<file path="src/rtl/apq_pkg.sv">
`timescale 1ns / 1ps
// ----------------------------------------------------------------------------
// apq_pkg
// Shared types and constants of the aging priority queue.
// ----------------------------------------------------------------------------
package apq_pkg;

  localparam int QUEUE_DEPTH_DEF = 16;
  localparam int MAX_RESULTS     = 16;

  localparam logic [1:0] CMD_PUSH = 2'd0;
  localparam logic [1:0] CMD_POP  = 2'd1;
  localparam logic [1:0] CMD_VIEW = 2'd2;
  localparam logic [1:0] CMD_TICK = 2'd3;

  localparam logic [1:0] STAT_OK    = 2'd0;
  localparam logic [1:0] STAT_EMPTY = 2'd1;
  localparam logic [1:0] STAT_FULL  = 2'd2;
  localparam logic [1:0] STAT_TICK  = 2'd3;

  localparam logic [1:0] REG_HIGH   = 2'd0;
  localparam logic [1:0] REG_MEDIUM = 2'd1;
  localparam logic [1:0] REG_AGING  = 2'd2;

  localparam logic [7:0]  HIGH_LIMIT_RST     = 8'd3;
  localparam logic [7:0]  MEDIUM_LIMIT_RST   = 8'd10;
  localparam logic [15:0] AGING_INTERVAL_RST = 16'd300;

  typedef struct packed {
    logic [1:0] cmd;
    logic [7:0] item_size;
  } apq_req_t;

  typedef struct packed {
    logic [1:0]  status;
    logic [31:0] seq_id;
    logic [7:0]  size_out;
    logic [1:0]  class_out;
    logic [31:0] wait_ticks;
    logic        last;
  } apq_res_t;

  typedef struct packed {
    logic [7:0]  high_limit;
    logic [7:0]  medium_limit;
    logic [15:0] aging_interval;
  } apq_cfg_t;

  typedef struct packed {
    logic [1:0]  base_class;
    logic [31:0] seq;
    logic [31:0] arrival;
    logic [7:0]  size;
  } apq_entry_t;

  typedef enum logic [1:0] {
    S_IDLE,
    S_SCAN,
    S_SHIFT
  } apq_state_e;

endpackage

</file>
<file path="src/rtl/aging_priority_queue_unit.sv">
`timescale 1ns / 1ps
// ----------------------------------------------------------------------------
// aging_priority_queue_unit
// Bounded priority queue with class aging, scanned by one shared age unit.
// ----------------------------------------------------------------------------
// Push, tick, full and empty answers are registered and come in the cycle after start.
// Pop: one scan over all entries to the result (one age-unit evaluation per
//   entry), then the later entries move down one slot to close the gap; busy meanwhile.
// View: one full scan over all entries per listed entry, up to MAX_RESULTS entries.
// The single memory read port and the single age unit make each scan sequential.
// Reset clears count, time and sequence; entry storage is never cleared.
module aging_priority_queue_unit
  import apq_pkg::*;
#(
  parameter int QUEUE_DEPTH = QUEUE_DEPTH_DEF
) (
  input  logic        clk_i,
  input  logic        rst_ni,
  // command port
  input  logic        start,
  output logic        busy,
  input  apq_req_t    req_i,
  output logic        res_valid_o,
  output apq_res_t    res_o,
  // configuration port
  input  logic        psel,
  input  logic        penable,
  input  logic        pwrite,
  input  logic [3:0]  paddr,
  input  logic [31:0] pwdata,
  output logic [31:0] prdata,
  output logic        pready
);

  localparam int IdxW = $clog2(QUEUE_DEPTH);
  localparam int CntW = $clog2(QUEUE_DEPTH + 1);
  localparam int KW   = $clog2(MAX_RESULTS + 1);

  apq_cfg_t cfg;

  apq_cfg_regs u_cfg (
    .clk_i   (clk_i),
    .rst_ni  (rst_ni),
    .psel    (psel),
    .penable (penable),
    .pwrite  (pwrite),
    .paddr   (paddr),
    .pwdata  (pwdata),
    .prdata  (prdata),
    .pready  (pready),
    .cfg_o   (cfg)
  );

  // sequencer state
  apq_state_e       state_q, state_d;
  logic [1:0]       cmd_q, cmd_d;
  logic [CntW-1:0]  count_q, count_d;
  logic [31:0]      now_q, now_d;
  logic [31:0]      next_seq_q, next_seq_d;
  logic [CntW-1:0]  iss_idx_q, iss_idx_d;   // next slot to read
  logic             ev_v_q, ev_v_d;         // read data valid this cycle
  logic [IdxW-1:0]  ev_idx_q, ev_idx_d;     // slot of the read data
  logic             best_v_q, best_v_d;
  logic [IdxW-1:0]  best_idx_q, best_idx_d;
  logic [1:0]       best_cls_q, best_cls_d;
  logic [31:0]      best_seq_q, best_seq_d;
  logic [7:0]       best_size_q, best_size_d;
  logic [31:0]      best_wait_q, best_wait_d;
  logic [QUEUE_DEPTH-1:0] taken_q, taken_d; // already listed in this view
  logic [KW-1:0]    view_k_q, view_k_d;
  logic             res_valid_q, res_valid_d;
  apq_res_t         res_q, res_d;

  // memory and age unit
  logic             mem_we;
  logic [IdxW-1:0]  mem_waddr;
  apq_entry_t       mem_wdata;
  logic [IdxW-1:0]  mem_raddr;
  apq_entry_t       mem_rdata;
  logic [31:0]      elapsed;
  logic [1:0]       cur_cls;
  logic [1:0]       push_cls;

  apq_entry_mem #(.QUEUE_DEPTH(QUEUE_DEPTH)) u_mem (
    .clk_i   (clk_i),
    .we_i    (mem_we),
    .waddr_i (mem_waddr),
    .wdata_i (mem_wdata),
    .raddr_i (mem_raddr),
    .rdata_o (mem_rdata)
  );

  assign elapsed = now_q - mem_rdata.arrival;

  apq_age_unit u_age (
    .base_i     (mem_rdata.base_class),
    .elapsed_i  (elapsed),
    .interval_i (cfg.aging_interval),
    .class_o    (cur_cls)
  );

  assign push_cls = (req_i.item_size <= cfg.high_limit)   ? 2'd1 :
                    (req_i.item_size <= cfg.medium_limit) ? 2'd2 : 2'd3;

  // scan bookkeeping
  logic            accept;
  logic            issue;
  logic            last_ev;
  logic            better;
  logic [IdxW-1:0] fin_idx;
  logic [1:0]      fin_cls;
  logic [31:0]     fin_seq;
  logic [7:0]      fin_size;
  logic [31:0]     fin_wait;
  logic [KW-1:0]   k_next;
  logic            view_done;
  logic            need_shift;

  assign busy    = (state_q != S_IDLE);
  assign accept  = start & ~busy;
  assign issue   = ((state_q == S_SCAN) || (state_q == S_SHIFT)) && (iss_idx_q < count_q);
  assign last_ev = ev_v_q && ((CntW'(ev_idx_q) + CntW'(1)) == count_q);

  // lower class wins, then lower sequence; exact ties keep the older slot
  assign better = ev_v_q && !taken_q[ev_idx_q] &&
                  (!best_v_q || (cur_cls < best_cls_q) ||
                   ((cur_cls == best_cls_q) && (mem_rdata.seq < best_seq_q)));

  assign fin_idx  = better ? ev_idx_q       : best_idx_q;
  assign fin_cls  = better ? cur_cls        : best_cls_q;
  assign fin_seq  = better ? mem_rdata.seq  : best_seq_q;
  assign fin_size = better ? mem_rdata.size : best_size_q;
  assign fin_wait = better ? elapsed        : best_wait_q;

  assign k_next     = view_k_q + KW'(1);
  assign view_done  = (32'(k_next) == 32'(MAX_RESULTS)) || (32'(k_next) == 32'(count_q));
  assign need_shift = (CntW'(fin_idx) + CntW'(1)) < count_q;

  assign mem_raddr = iss_idx_q[IdxW-1:0];

  // next state
  always_comb begin
    state_d = state_q;
    case (state_q)
      S_IDLE: begin
        if (accept && ((req_i.cmd == CMD_POP) || (req_i.cmd == CMD_VIEW)) &&
            (count_q != '0)) begin
          state_d = S_SCAN;
        end
      end
      S_SCAN: begin
        if (last_ev) begin
          if (cmd_q == CMD_POP) begin
            state_d = need_shift ? S_SHIFT : S_IDLE;
          end else if (view_done) begin
            state_d = S_IDLE;
          end
        end
      end
      S_SHIFT: begin
        if (last_ev) begin
          state_d = S_IDLE;
        end
      end
      default: state_d = S_IDLE;
    endcase
  end

  // datapath and outputs
  always_comb begin
    cmd_d       = cmd_q;
    count_d     = count_q;
    now_d       = now_q;
    next_seq_d  = next_seq_q;
    iss_idx_d   = issue ? (iss_idx_q + CntW'(1)) : iss_idx_q;
    ev_v_d      = issue;
    ev_idx_d    = iss_idx_q[IdxW-1:0];
    best_v_d    = best_v_q;
    best_idx_d  = best_idx_q;
    best_cls_d  = best_cls_q;
    best_seq_d  = best_seq_q;
    best_size_d = best_size_q;
    best_wait_d = best_wait_q;
    taken_d     = taken_q;
    view_k_d    = view_k_q;
    res_valid_d = 1'b0;
    res_d       = res_q;
    mem_we      = 1'b0;
    mem_waddr   = count_q[IdxW-1:0];
    mem_wdata   = mem_rdata;

    case (state_q)
      S_IDLE: begin
        if (accept) begin
          res_valid_d = 1'b1;
          res_d       = '0;
          res_d.last  = 1'b1;
          case (req_i.cmd)
            CMD_PUSH: begin
              if (count_q == CntW'(QUEUE_DEPTH)) begin
                res_d.status = STAT_FULL;
              end else begin
                mem_we               = 1'b1;
                mem_wdata.base_class = push_cls;
                mem_wdata.seq        = next_seq_q;
                mem_wdata.arrival    = now_q;
                mem_wdata.size       = req_i.item_size;
                res_d.status         = STAT_OK;
                res_d.seq_id         = next_seq_q;
                res_d.size_out       = req_i.item_size;
                res_d.class_out      = push_cls;
                count_d              = count_q + CntW'(1);
                next_seq_d           = next_seq_q + 32'd1;
              end
            end
            CMD_TICK: begin
              res_d.status = STAT_TICK;
              now_d        = now_q + 32'd1;
            end
            default: begin
              if (count_q == '0) begin
                res_d.status = STAT_EMPTY;
              end else begin
                res_valid_d = 1'b0;
                cmd_d       = req_i.cmd;
                iss_idx_d   = '0;
                best_v_d    = 1'b0;
                taken_d     = '0;
                view_k_d    = '0;
              end
            end
          endcase
        end
      end
      S_SCAN: begin
        if (better) begin
          best_v_d    = 1'b1;
          best_idx_d  = ev_idx_q;
          best_cls_d  = cur_cls;
          best_seq_d  = mem_rdata.seq;
          best_size_d = mem_rdata.size;
          best_wait_d = elapsed;
        end
        if (last_ev) begin
          res_valid_d     = 1'b1;
          res_d.status    = STAT_OK;
          res_d.seq_id    = fin_seq;
          res_d.size_out  = fin_size;
          res_d.class_out = fin_cls;
          res_d.wait_ticks = fin_wait;
          if (cmd_q == CMD_POP) begin
            res_d.last = 1'b1;
            if (need_shift) begin
              iss_idx_d = CntW'(fin_idx) + CntW'(1);
            end else begin
              count_d = count_q - CntW'(1);
            end
          end else begin
            res_d.last       = view_done;
            taken_d[fin_idx] = 1'b1;
            view_k_d         = k_next;
            iss_idx_d        = '0;
            best_v_d         = 1'b0;
          end
        end
      end
      S_SHIFT: begin
        // move each later entry down one slot
        if (ev_v_q) begin
          mem_we    = 1'b1;
          mem_waddr = ev_idx_q - IdxW'(1);
          mem_wdata = mem_rdata;
        end
        if (last_ev) begin
          count_d = count_q - CntW'(1);
        end
      end
      default: ;
    endcase
  end

  always_ff @(posedge clk_i or negedge rst_ni) begin
    if (!rst_ni) begin
      state_q     <= S_IDLE;
      cmd_q       <= CMD_PUSH;
      count_q     <= '0;
      now_q       <= 32'd0;
      next_seq_q  <= 32'd1;
      iss_idx_q   <= '0;
      ev_v_q      <= 1'b0;
      best_v_q    <= 1'b0;
      taken_q     <= '0;
      view_k_q    <= '0;
      res_valid_q <= 1'b0;
    end else begin
      state_q     <= state_d;
      cmd_q       <= cmd_d;
      count_q     <= count_d;
      now_q       <= now_d;
      next_seq_q  <= next_seq_d;
      iss_idx_q   <= iss_idx_d;
      ev_v_q      <= ev_v_d;
      best_v_q    <= best_v_d;
      taken_q     <= taken_d;
      view_k_q    <= view_k_d;
      res_valid_q <= res_valid_d;
    end
  end

  always_ff @(posedge clk_i) begin
    ev_idx_q    <= ev_idx_d;
    best_idx_q  <= best_idx_d;
    best_cls_q  <= best_cls_d;
    best_seq_q  <= best_seq_d;
    best_size_q <= best_size_d;
    best_wait_q <= best_wait_d;
    res_q       <= res_d;
  end

  assign res_valid_o = res_valid_q;
  assign res_o       = res_q;

`ifndef NO_ASSERTIONS
  a_count_bound: assert property (@(posedge clk_i) disable iff (!rst_ni)
    count_q <= CntW'(QUEUE_DEPTH))
    else $error("entry count beyond depth");

  a_shift_only_pop: assert property (@(posedge clk_i) disable iff (!rst_ni)
    (state_q == S_SHIFT) |-> (cmd_q == CMD_POP))
    else $error("shift outside a pop");

  a_last_unless_view: assert property (@(posedge clk_i) disable iff (!rst_ni)
    (res_valid_q && !res_q.last) |-> ((cmd_q == CMD_VIEW) && (state_q == S_SCAN)))
    else $error("non-final result outside a view");

  a_scan_nonempty: assert property (@(posedge clk_i) disable iff (!rst_ni)
    $rose(state_q == S_SCAN) |-> (count_q != '0))
    else $error("scan started on empty queue");
`endif

endmodule

</file>
<file path="src/rtl/apq_cfg_regs.sv">
`timescale 1ns / 1ps
// ----------------------------------------------------------------------------
// apq_cfg_regs
// APB-style configuration registers: class limits and aging interval.
// ----------------------------------------------------------------------------
module apq_cfg_regs
  import apq_pkg::*;
(
  input  logic        clk_i,
  input  logic        rst_ni,
  input  logic        psel,
  input  logic        penable,
  input  logic        pwrite,
  input  logic [3:0]  paddr,
  input  logic [31:0] pwdata,
  output logic [31:0] prdata,
  output logic        pready,
  output apq_cfg_t    cfg_o
);

  apq_cfg_t   cfg_q, cfg_d;
  logic [1:0] reg_idx;
  logic       wr_en;

  assign reg_idx = paddr[3:2];
  assign wr_en   = psel & penable & pwrite;
  assign pready  = 1'b1;

  always_comb begin
    cfg_d = cfg_q;
    if (wr_en) begin
      case (reg_idx)
        REG_HIGH:   cfg_d.high_limit     = pwdata[7:0];
        REG_MEDIUM: cfg_d.medium_limit   = pwdata[7:0];
        REG_AGING:  cfg_d.aging_interval = pwdata[15:0];
        default:    cfg_d = cfg_q;
      endcase
    end
  end

  always_comb begin
    case (reg_idx)
      REG_HIGH:   prdata = {24'd0, cfg_q.high_limit};
      REG_MEDIUM: prdata = {24'd0, cfg_q.medium_limit};
      REG_AGING:  prdata = {16'd0, cfg_q.aging_interval};
      default:    prdata = 32'd0;
    endcase
  end

  always_ff @(posedge clk_i or negedge rst_ni) begin
    if (!rst_ni) begin
      cfg_q.high_limit     <= HIGH_LIMIT_RST;
      cfg_q.medium_limit   <= MEDIUM_LIMIT_RST;
      cfg_q.aging_interval <= AGING_INTERVAL_RST;
    end else begin
      cfg_q <= cfg_d;
    end
  end

  assign cfg_o = cfg_q;

endmodule

</file>
<file path="src/rtl/apq_entry_mem.sv">
`timescale 1ns / 1ps
// ----------------------------------------------------------------------------
// apq_entry_mem
// Entry storage: one write port, one read port with registered data.
// ----------------------------------------------------------------------------
module apq_entry_mem
  import apq_pkg::*;
#(
  parameter int QUEUE_DEPTH = QUEUE_DEPTH_DEF,
  localparam int IdxW = $clog2(QUEUE_DEPTH)
) (
  input  logic            clk_i,
  input  logic            we_i,
  input  logic [IdxW-1:0] waddr_i,
  input  apq_entry_t      wdata_i,
  input  logic [IdxW-1:0] raddr_i,
  output apq_entry_t      rdata_o
);

  apq_entry_t mem_q [QUEUE_DEPTH];

  always_ff @(posedge clk_i) begin
    if (we_i) begin
      mem_q[waddr_i] <= wdata_i;
    end
    rdata_o <= mem_q[raddr_i];
  end

endmodule

</file>
<file path="src/rtl/apq_age_unit.sv">
`timescale 1ns / 1ps
// ----------------------------------------------------------------------------
// apq_age_unit
// Current class of one entry from base class and elapsed ticks.
// ----------------------------------------------------------------------------
module apq_age_unit (
  input  logic [1:0]  base_i,
  input  logic [31:0] elapsed_i,
  input  logic [15:0] interval_i,
  output logic [1:0]  class_o
);

  logic [16:0] div;
  logic [17:0] div2;
  logic        ge1, ge2;
  logic [1:0]  steps;

  // base is at most 3, so only one and two steps matter
  assign div   = (interval_i == 16'd0) ? 17'd1 : {1'b0, interval_i};
  assign div2  = {div, 1'b0};
  assign ge1   = elapsed_i >= {15'd0, div};
  assign ge2   = elapsed_i >= {14'd0, div2};
  assign steps = ge2 ? 2'd2 : (ge1 ? 2'd1 : 2'd0);

  assign class_o = (base_i > steps) ? (base_i - steps) : 2'd1;

endmodule

</file>
<file path="config.mk">
export PLATFORM = sky130hd
export DESIGN_NAME = aging_priority_queue_unit
export DESIGN_NICKNAME = d
export VERILOG_FILES = /design/src/rtl/apq_pkg.sv /design/src/rtl/aging_priority_queue_unit.sv /design/src/rtl/apq_cfg_regs.sv /design/src/rtl/apq_entry_mem.sv /design/src/rtl/apq_age_unit.sv
export SDC_FILE = /design/constraint.sdc
export NUM_CORES = 2
export LEC_CHECK = 0
export ABC_CLOCK_PERIOD_IN_PS = 25200
export BUFFER_PORTS_ARGS = -buffer_cell sky130_fd_sc_hd__buf_2
export CORE_ASPECT_RATIO = 1.25
export CORE_MARGIN = 2
export CORE_UTILIZATION = 63
export DETAILED_ROUTE_END_ITERATION = 10
export PLACE_DENSITY = 0.8
export SYNTH_ARGS = -nofsm -noshare
export SYNTH_HDL_FRONTEND = slang
export SYNTH_SLANG_ARGS = --single-unit
export TNS_END_PERCENT = 1
</file>
<file path="constraint.sdc">
create_clock -name clk_i -period 25.2 [get_ports clk_i]
set_input_delay 1.26 -clock clk_i [delete_from_list [all_inputs] [get_ports clk_i]]
set_output_delay 1.26 -clock clk_i [all_outputs]
set_load 0.02 [all_outputs]
</file>
Word level (Yosys, flattened, before mapping)
Memory sizes are Yosys's and may differ from the RTL's. A register that Yosys moved wholly into a read port is not among the register bits. Cells that the tools add are included.

Bitwise gates (word level): 8. Equality and inequality tests: 25. Reductions and logical operators: 36. Muxes and demuxes: 85. Order comparisons: 12. Add/subtract/negate cells: 11.

Operators with widths (count): $mux 74 (4); $mux 77 (2); $pmux 77 s2 (1); $mux 16 (6); $mux 5 (19); $mux 42 (2); $add 32x1->32 const B (2); $mux 32 (2); $pmux 16 s3 (1); $ge 32x17->1 (1); $ge 32x18->1 (1); $lt 32x32->1 (1); $pmux 16 s2 (1); $sub 32x32->32 (1); $mux 1 (22); $mux 2 (11); $ne 2x2->1 const B (10); $pmux 5 s2 (2); $le 8x8->1 (2); $logic_not 16->1 (1); $or 16x16->16 (1); $reduce_and 4->1 (4); $add 5x1->5 const B (3); $pmux 5 s3 (1); 38 further kinds (76).

Logic and storage cells: 204. Flip-flop bits (word level): 293. Input bits: 52. Memories: 1. RAM bits: 1184.

Memory list: u_mem.mem_q (words 16, bits a word 74, read ports 1, clocked after Yosys merged registers in 1, write ports 1, line apq_entry_mem.sv:20) `apq_entry_t mem_q [QUEUE_DEPTH];`.

Longest topological paths before layout
Depth after elaboration: 20. Mapped depth: 44. Depth with buffers taken out: 42.

By module
From an unflattened synthesis, not the netlist that was laid out.

Cells, all modules: 3717. Area total of the unflattened synthesis: 63821.2 sq um.

Modules (own cells, without submodules): apq_entry_mem (times used 1, area each 45756.4 sq um, cells an instance 1901); aging_priority_queue_unit (times used 1, area each 15562.4 sq um, cells an instance 1576); apq_cfg_regs (times used 1, area each 1591.5 sq um, cells an instance 125); apq_age_unit (times used 1, area each 910.9 sq um, cells an instance 115).

Least setup slack after synthesis
No wires, ideal clock.

Path type: reg2reg. Start point: register now_q[0]. End point: register count_q[0]. Data arrival time: 8849 ps. Path buffers: 2. Stages on the path, launching flop included: 43. Slack: 16213 ps. Cells stage by stage: dfrtp_1 > inv_1 > ha_1 > inv_1 > fa_1 > a211oi_1 > o21ai_0 > or2_2 > a31oi_1 > o211ai_1 > a21o_1 > a21oi_1 > xnor2_1 > ha_1 > or3_1 > nor4_1 > nand4b_1 > a2111oi_0 > [... 7 more ...] > o21ai_0 > nor3_1 > a311oi_4 > clkbuf_1 > buf_2 > mux2i_1 > inv_1 > ha_1 > xnor2_2 > ha_1 > a21o_1 > a21o_1 > a21oi_1 > nand3_1 > mux2i_1 > a2111oi_2 > o21a_2 > xor2_1.

Cells in the longest elaborated chain, start to end: 15. Elaborated cells on any way between the ends: 19. Classes of those cells: add/sub (3); order compare (5); eq/ne (2); mux (4); reduce/logical (5).

Ends and longest elaborated chain: from (decl) (line aging_priority_queue_unit.sv:58) `logic [31:0] now_q, now_d;`; from (signal assigned) (line aging_priority_queue_unit.sv:299) `now_q <= now_d;`; $sub 32x32->32 * (line aging_priority_queue_unit.sv:93) `assign elapsed = now_q - mem_rdata.arrival;`; $ge 32x17->1 (line apq_age_unit.sv:21) `assign ge1 = elapsed_i >= {15'd0, div};`; $mux 1 (line apq_age_unit.sv:23) `assign steps = ge2 ? 2'd2 : (ge1 ? 2'd1 : 2'd0);`; $mux 2 * (line apq_age_unit.sv:23); $sub 2x2->2 or $gt 2x2->1 (tied branches) (line apq_age_unit.sv:25) `assign class_o = (base_i > steps) ? (base_i - steps) : 2'd1;`; $mux 2 * (line apq_age_unit.sv:25); $lt 2x2->1 or $eq 2x2->1 (tied branches) (line aging_priority_queue_unit.sv:126, aging_priority_queue_unit.sv:127); $logic_or 1x1->1 or $logic_and 1x1->1 (tied branches) (line aging_priority_queue_unit.sv:126, aging_priority_queue_unit.sv:127); $logic_or 1x1->1 * (line aging_priority_queue_unit.sv:126) `(!best_v_q || (cur_cls < best_cls_q) ||`; $logic_and 1x1->1 * (line aging_priority_queue_unit.sv:125) `assign better = ev_v_q && !taken_q[ev_idx_q] &&`; $mux 4 *; named net fin_idx[0] (line aging_priority_queue_unit.sv:110) `logic [IdxW-1:0] fin_idx;`; $add 4x1->5 * (line aging_priority_queue_unit.sv:137) `assign need_shift = (CntW'(fin_idx) + CntW'(1)) < count_q;`; $lt 5x5->1 * (line aging_priority_queue_unit.sv:137); $ne 2x2->1 (no line) *; $reduce_and 8->1 (no line) *; to (signal assigned) (line aging_priority_queue_unit.sv:298) `count_q <= count_d;`; to (decl) (line aging_priority_queue_unit.sv:57) `logic [CntW-1:0] count_q, count_d;`.

Mark *: on every way through the listed nets, which the timed path passes. The rest lies on a longest branch. A chain may end at the register's enable or synchronous reset.

Worst setup path after layout
Start point: register now_q[0]. End point: register iss_idx_q[1].

Cells in the longest elaborated chain, start to end: 17. Elaborated cells on any way between the ends: 21. Classes of those cells: add/sub (3); order compare (5); eq/ne (1); mux (8); reduce/logical (4).

Ends and longest elaborated chain: $sub 32x32->32 * (line aging_priority_queue_unit.sv:93); $ge 32x17->1 (line apq_age_unit.sv:21); $mux 1 (line apq_age_unit.sv:23); $mux 2 * (line apq_age_unit.sv:23); $sub 2x2->2 or $gt 2x2->1 (tied branches) (line apq_age_unit.sv:25); $mux 2 * (line apq_age_unit.sv:25); $lt 2x2->1 or $eq 2x2->1 (tied branches) (line aging_priority_queue_unit.sv:126, aging_priority_queue_unit.sv:127); $logic_or 1x1->1 or $logic_and 1x1->1 (tied branches) (line aging_priority_queue_unit.sv:126, aging_priority_queue_unit.sv:127); [... 3 more ...]; named net fin_idx[0] (line aging_priority_queue_unit.sv:110); $add 4x1->5 * (line aging_priority_queue_unit.sv:137, aging_priority_queue_unit.sv:254); $lt 5x5->1 (line aging_priority_queue_unit.sv:137); $mux 5 * (line aging_priority_queue_unit.sv:253) `if (need_shift) begin`; $mux 5 * (line aging_priority_queue_unit.sv:251) `if (cmd_q == CMD_POP) begin`; $mux 5 * (line aging_priority_queue_unit.sv:244) `if (last_ev) begin`; $pmux 5 s2 * (line aging_priority_queue_unit.sv:192) `case (state_q)`; named net iss_idx_d[1] (line aging_priority_queue_unit.sv:60) `logic [CntW-1:0] iss_idx_q, iss_idx_d;`; to (signal assigned) (line aging_priority_queue_unit.sv:301) `iss_idx_q <= iss_idx_d;`; to (decl) (line aging_priority_queue_unit.sv:60).

Marks and branches as above.

==> results.md <==
- Pwr Density: 123 nW/um^2
- Min-Delay Path Class: reg -> reg
- Final setup violation count: 0
- Status: finished, final reports clean
- Initial antenna violation count: 4
- Slowest stage delay, CP: 870 ps
- CTS Buf Count: 144
- Ys async rst share: 8.64%
- Biggest area consumer among synthesized cells: edfxtp_1
- Flop2flop setup slack: 13810 ps
- Clock Path Buffers: 3
- CTS tree: built
- Crit share post-route: between 40% and 50%
- CP Data Arrival Time: 12030 ps
- Hpwl dp: approximately 80000 um
- Layout cells sized above 1: 23.7%
- Die Y: 359 um
- Worst Setup SP: now_q[0]
- DP Cell Count: 4933
- Seq cells post-synth: 1551
- Cells after Synth: 3550
- RSZ-0062 raised after global routing: false
- Mapped cell area: approximately 64000 sq um
- Sink Count: around 1600
- Root buffer cell: clkbuf_16
- Critical path endpoint: iss_idx_q[1]
- Ports: 164
- DRT Pass-1 Iters: 5
- Most common cell in the netlist: edfxtp_1
- Final hold vios: 0
- Seq/Total Area, Yosys: 71.0%
- Yosys top cell area share: 63.2%
- Via density: 6.65
- Max-slew violation count: 0
- Top Family by Delay on Critical Path: compound AO/OA/AOI/OAI gates
- Resized Gates After CTS: 0
- Synth Warn #: 0
- Syn-to-layout area delta: 11.5%
- # nets final: approximately 4000
- Syn avg cell area: ~18 sq um
- Number of global-route vias before repair: 35200
- Top post-synthesis cells by area: edfxtp_1 63%, mux4_2 13%, dfrtp_1 4.9%
- Max-cap viol count: 0
- Max VDD drop: 0.0920 mV
- Total power: 8740 uW
- Most numerous cell on the critical path: ha_1
- Layout Cells excl Fill: 5200
- Fmax achieved: 87.8 MHz
- Total number of vias: about 35000
- Antenna Cells: 0
- Die Footprint: 104000 sq um
- Max_slew headroom: 8.25%
- Reg2Reg Launch Point: now_q[0]
- Primary FF master, synth: edfxtp_1
- Largest net degree at the start of global routing: 109
- Core Box Area: 100000 sq um
- Global Route Usage Sum: between 20 and 30%
- CP Max Fanout: 51
- Post-CTS setup buffer count: 0
- Slowest cell on crit path: a2111oi_0
- Die width: 288 um
- Crit end category: flop
- Post-DP Area: around 66000 sq um
- R2R Path End: iss_idx_q[1]
- Post-route cell area: 70900 sq um
- Final Wtd Congestion: 0.839
- H-tree depth: 4
- Post-synth EDFFs: 1339
- DRC: 0
- Crit path kind: reg -> reg
- Post-synth cell types: 73
- Final Core Density: 70.7%
- Clk pin slew, worst setup/hold paths: 60 ps
- Worst Path Required: approximately 26000 ps
- I/O Buffers: 128
- Hold buffers post-CTS: 0
- Crit path buf inv count: 6
- Startpoint Class: flop
- Clock skew: 29.9 ps
- Setup TNS: 0 ps
- Gr ovfl total: 0
- Post-DRT Antenna Nets: 0
- Starting Density: 63.4%
- Most frequent cells after synthesis: 1339 x edfxtp_1, 375 x mux4_2, 308 x nand2_1
- Final wirelength: 150000 um
- Path depth of the worst reg2reg path: 42
- First-pass GRT wire length: about 220000 um
- Period minus WS final: between 10000 and 15000 ps
- Cell Rows: 130
- Clock Latency Late Sink: ~780 ps
- Wire per inst: approximately 29 um
- Pleak: about 0.025 uW
- Slew of the pin with the lowest slew margin: 1370 ps
- DRT iter0 DRCs: around 4200
- Levels on crit path: 42
==> worst min-delay path, stage by stage, from the launching register on <==
cell,delay [ps]
dfrtp_1,340
a41oi_1,40
nor2_1,80
==> power breakdown <==
part	internal, uW	switching [uW]	total (uW)
Combinational	1120	1670	2790
Sequential	3530	205	3730
Clock	1260	956	2220
Total	5910	2830	8740
==> worst min-delay path by stage <==
| stage | from | endpoint | slack [ps] | cells after the start |
|---|---|---|---|---|
| after floorplan | iss_idx_q[2] | ev_idx_q[2] | 370 | 0 |
| after global placement | taken_q[13] | taken_q[13] | 470 | 2 |
| after detailed placement | taken_q[15] | taken_q[15] | 480 | 2 |
| after CTS | taken_q[3] | taken_q[3] | 510 | 2 |
| after global routing | taken_q[1] | taken_q[1] | 530 | 2 |
| final | taken_q[2] | taken_q[2] | 500 | 2 |
==> flip-flops by register name, indices dropped and copies added, names as in the netlist <==
| name | cells |
|---|---|
| best_idx_q | 4 |
| cmd_q | 2 |
| u_mem.mem_q | 1184 |
| best_wait_q | 32 |
| iss_idx_q | 5 |
| ev_v_q | 1 |
| best_seq_q | 32 |
| count_q | 5 |
| now_q | 32 |
| next_seq_q | 32 |
| res_valid_o | 1 |
| u_cfg.cfg_o | 32 |
| state_q | 2 |
| best_v_q | 1 |
| res_o | 77 |
| best_cls_q | 2 |
| u_mem.rdata_o | 74 |
| view_k_q | 5 |
| best_size_q | 8 |
| taken_q | 16 |
| ev_idx_q | 4 |
==> logic make-up after synthesis <==
family,Yosys count,synth area share (%)
xor gates and xnor gates,114,1.58
muxes,444,14.5
buffers and inverters,299,1.89
AOI/OAI and AO/OA,364,3.65
adders and majority gates,143,2.84
DFF,1551,71.0
other,2,0.0118
and+or+nand+nor,633,4.59
==> layout by cell type (no fill, tap or decap), types with 21 or more instances in the layout <==
master	synthesis	layout
a21o_1	27	27
a21oi_1	67	67
a22o_1	41	41
and2_1	52	52
buf_2	5	127
buf_4	17	89
clkbuf_1	117	24
clkbuf_16	0	148
clkinv_2	0	36
dfrtp_1	125	121
dfxtp_1	78	78
edfxtp_1	1339	1339
ha_1	139	138
inv_1	129	129
mux2_2	53	53
mux4_2	375	375
nand2_1	308	308
nand3_1	47	46
nand4_1	25	25
nor2_1	92	78
nor3_1	21	21
o21ai_0	138	137
xnor2_1	80	80
xor2_1	33	33
==> per-layer routing <==
layer	share of wire (%)	global-route usage (%)	wire length, um	up-vias
li1	-	-	-	14300
met1	37	39.8	55600	17800
met2	50	47.9	74900	2042
met3	9.5	6.02	14200	370
met4	3.3	10.5	4970	4
met5	0.015	0	23	-
==> cell type report <==
| class | count | area [sq um] |
|---|---|---|
| multi-input cells | 1715 | 17500 |
| clock inverters | 91 | 965 |
| inverters | 129 | 484 |
| flip-flops and latches | 1551 | 45100 |
| well taps | 1320 | 1650 |
| clock buffers | 176 | 3850 |
| repair buffers | 218 | 1340 |
| fillers | 5802 | 29400 |
==> stage by stage <==
step / setup slack (ps) / hold slack [ps]
6_report: 13810 / 501
5_1_grt: 13110 / 529
4_1_cts: 13900 / 509
3_5_place_dp: 14090 / 482
3_3_place_gp: 14370 / 471
2_1_floorplan: 16210 / 369
No activity file was read; power rests on OpenSTA's default activity.
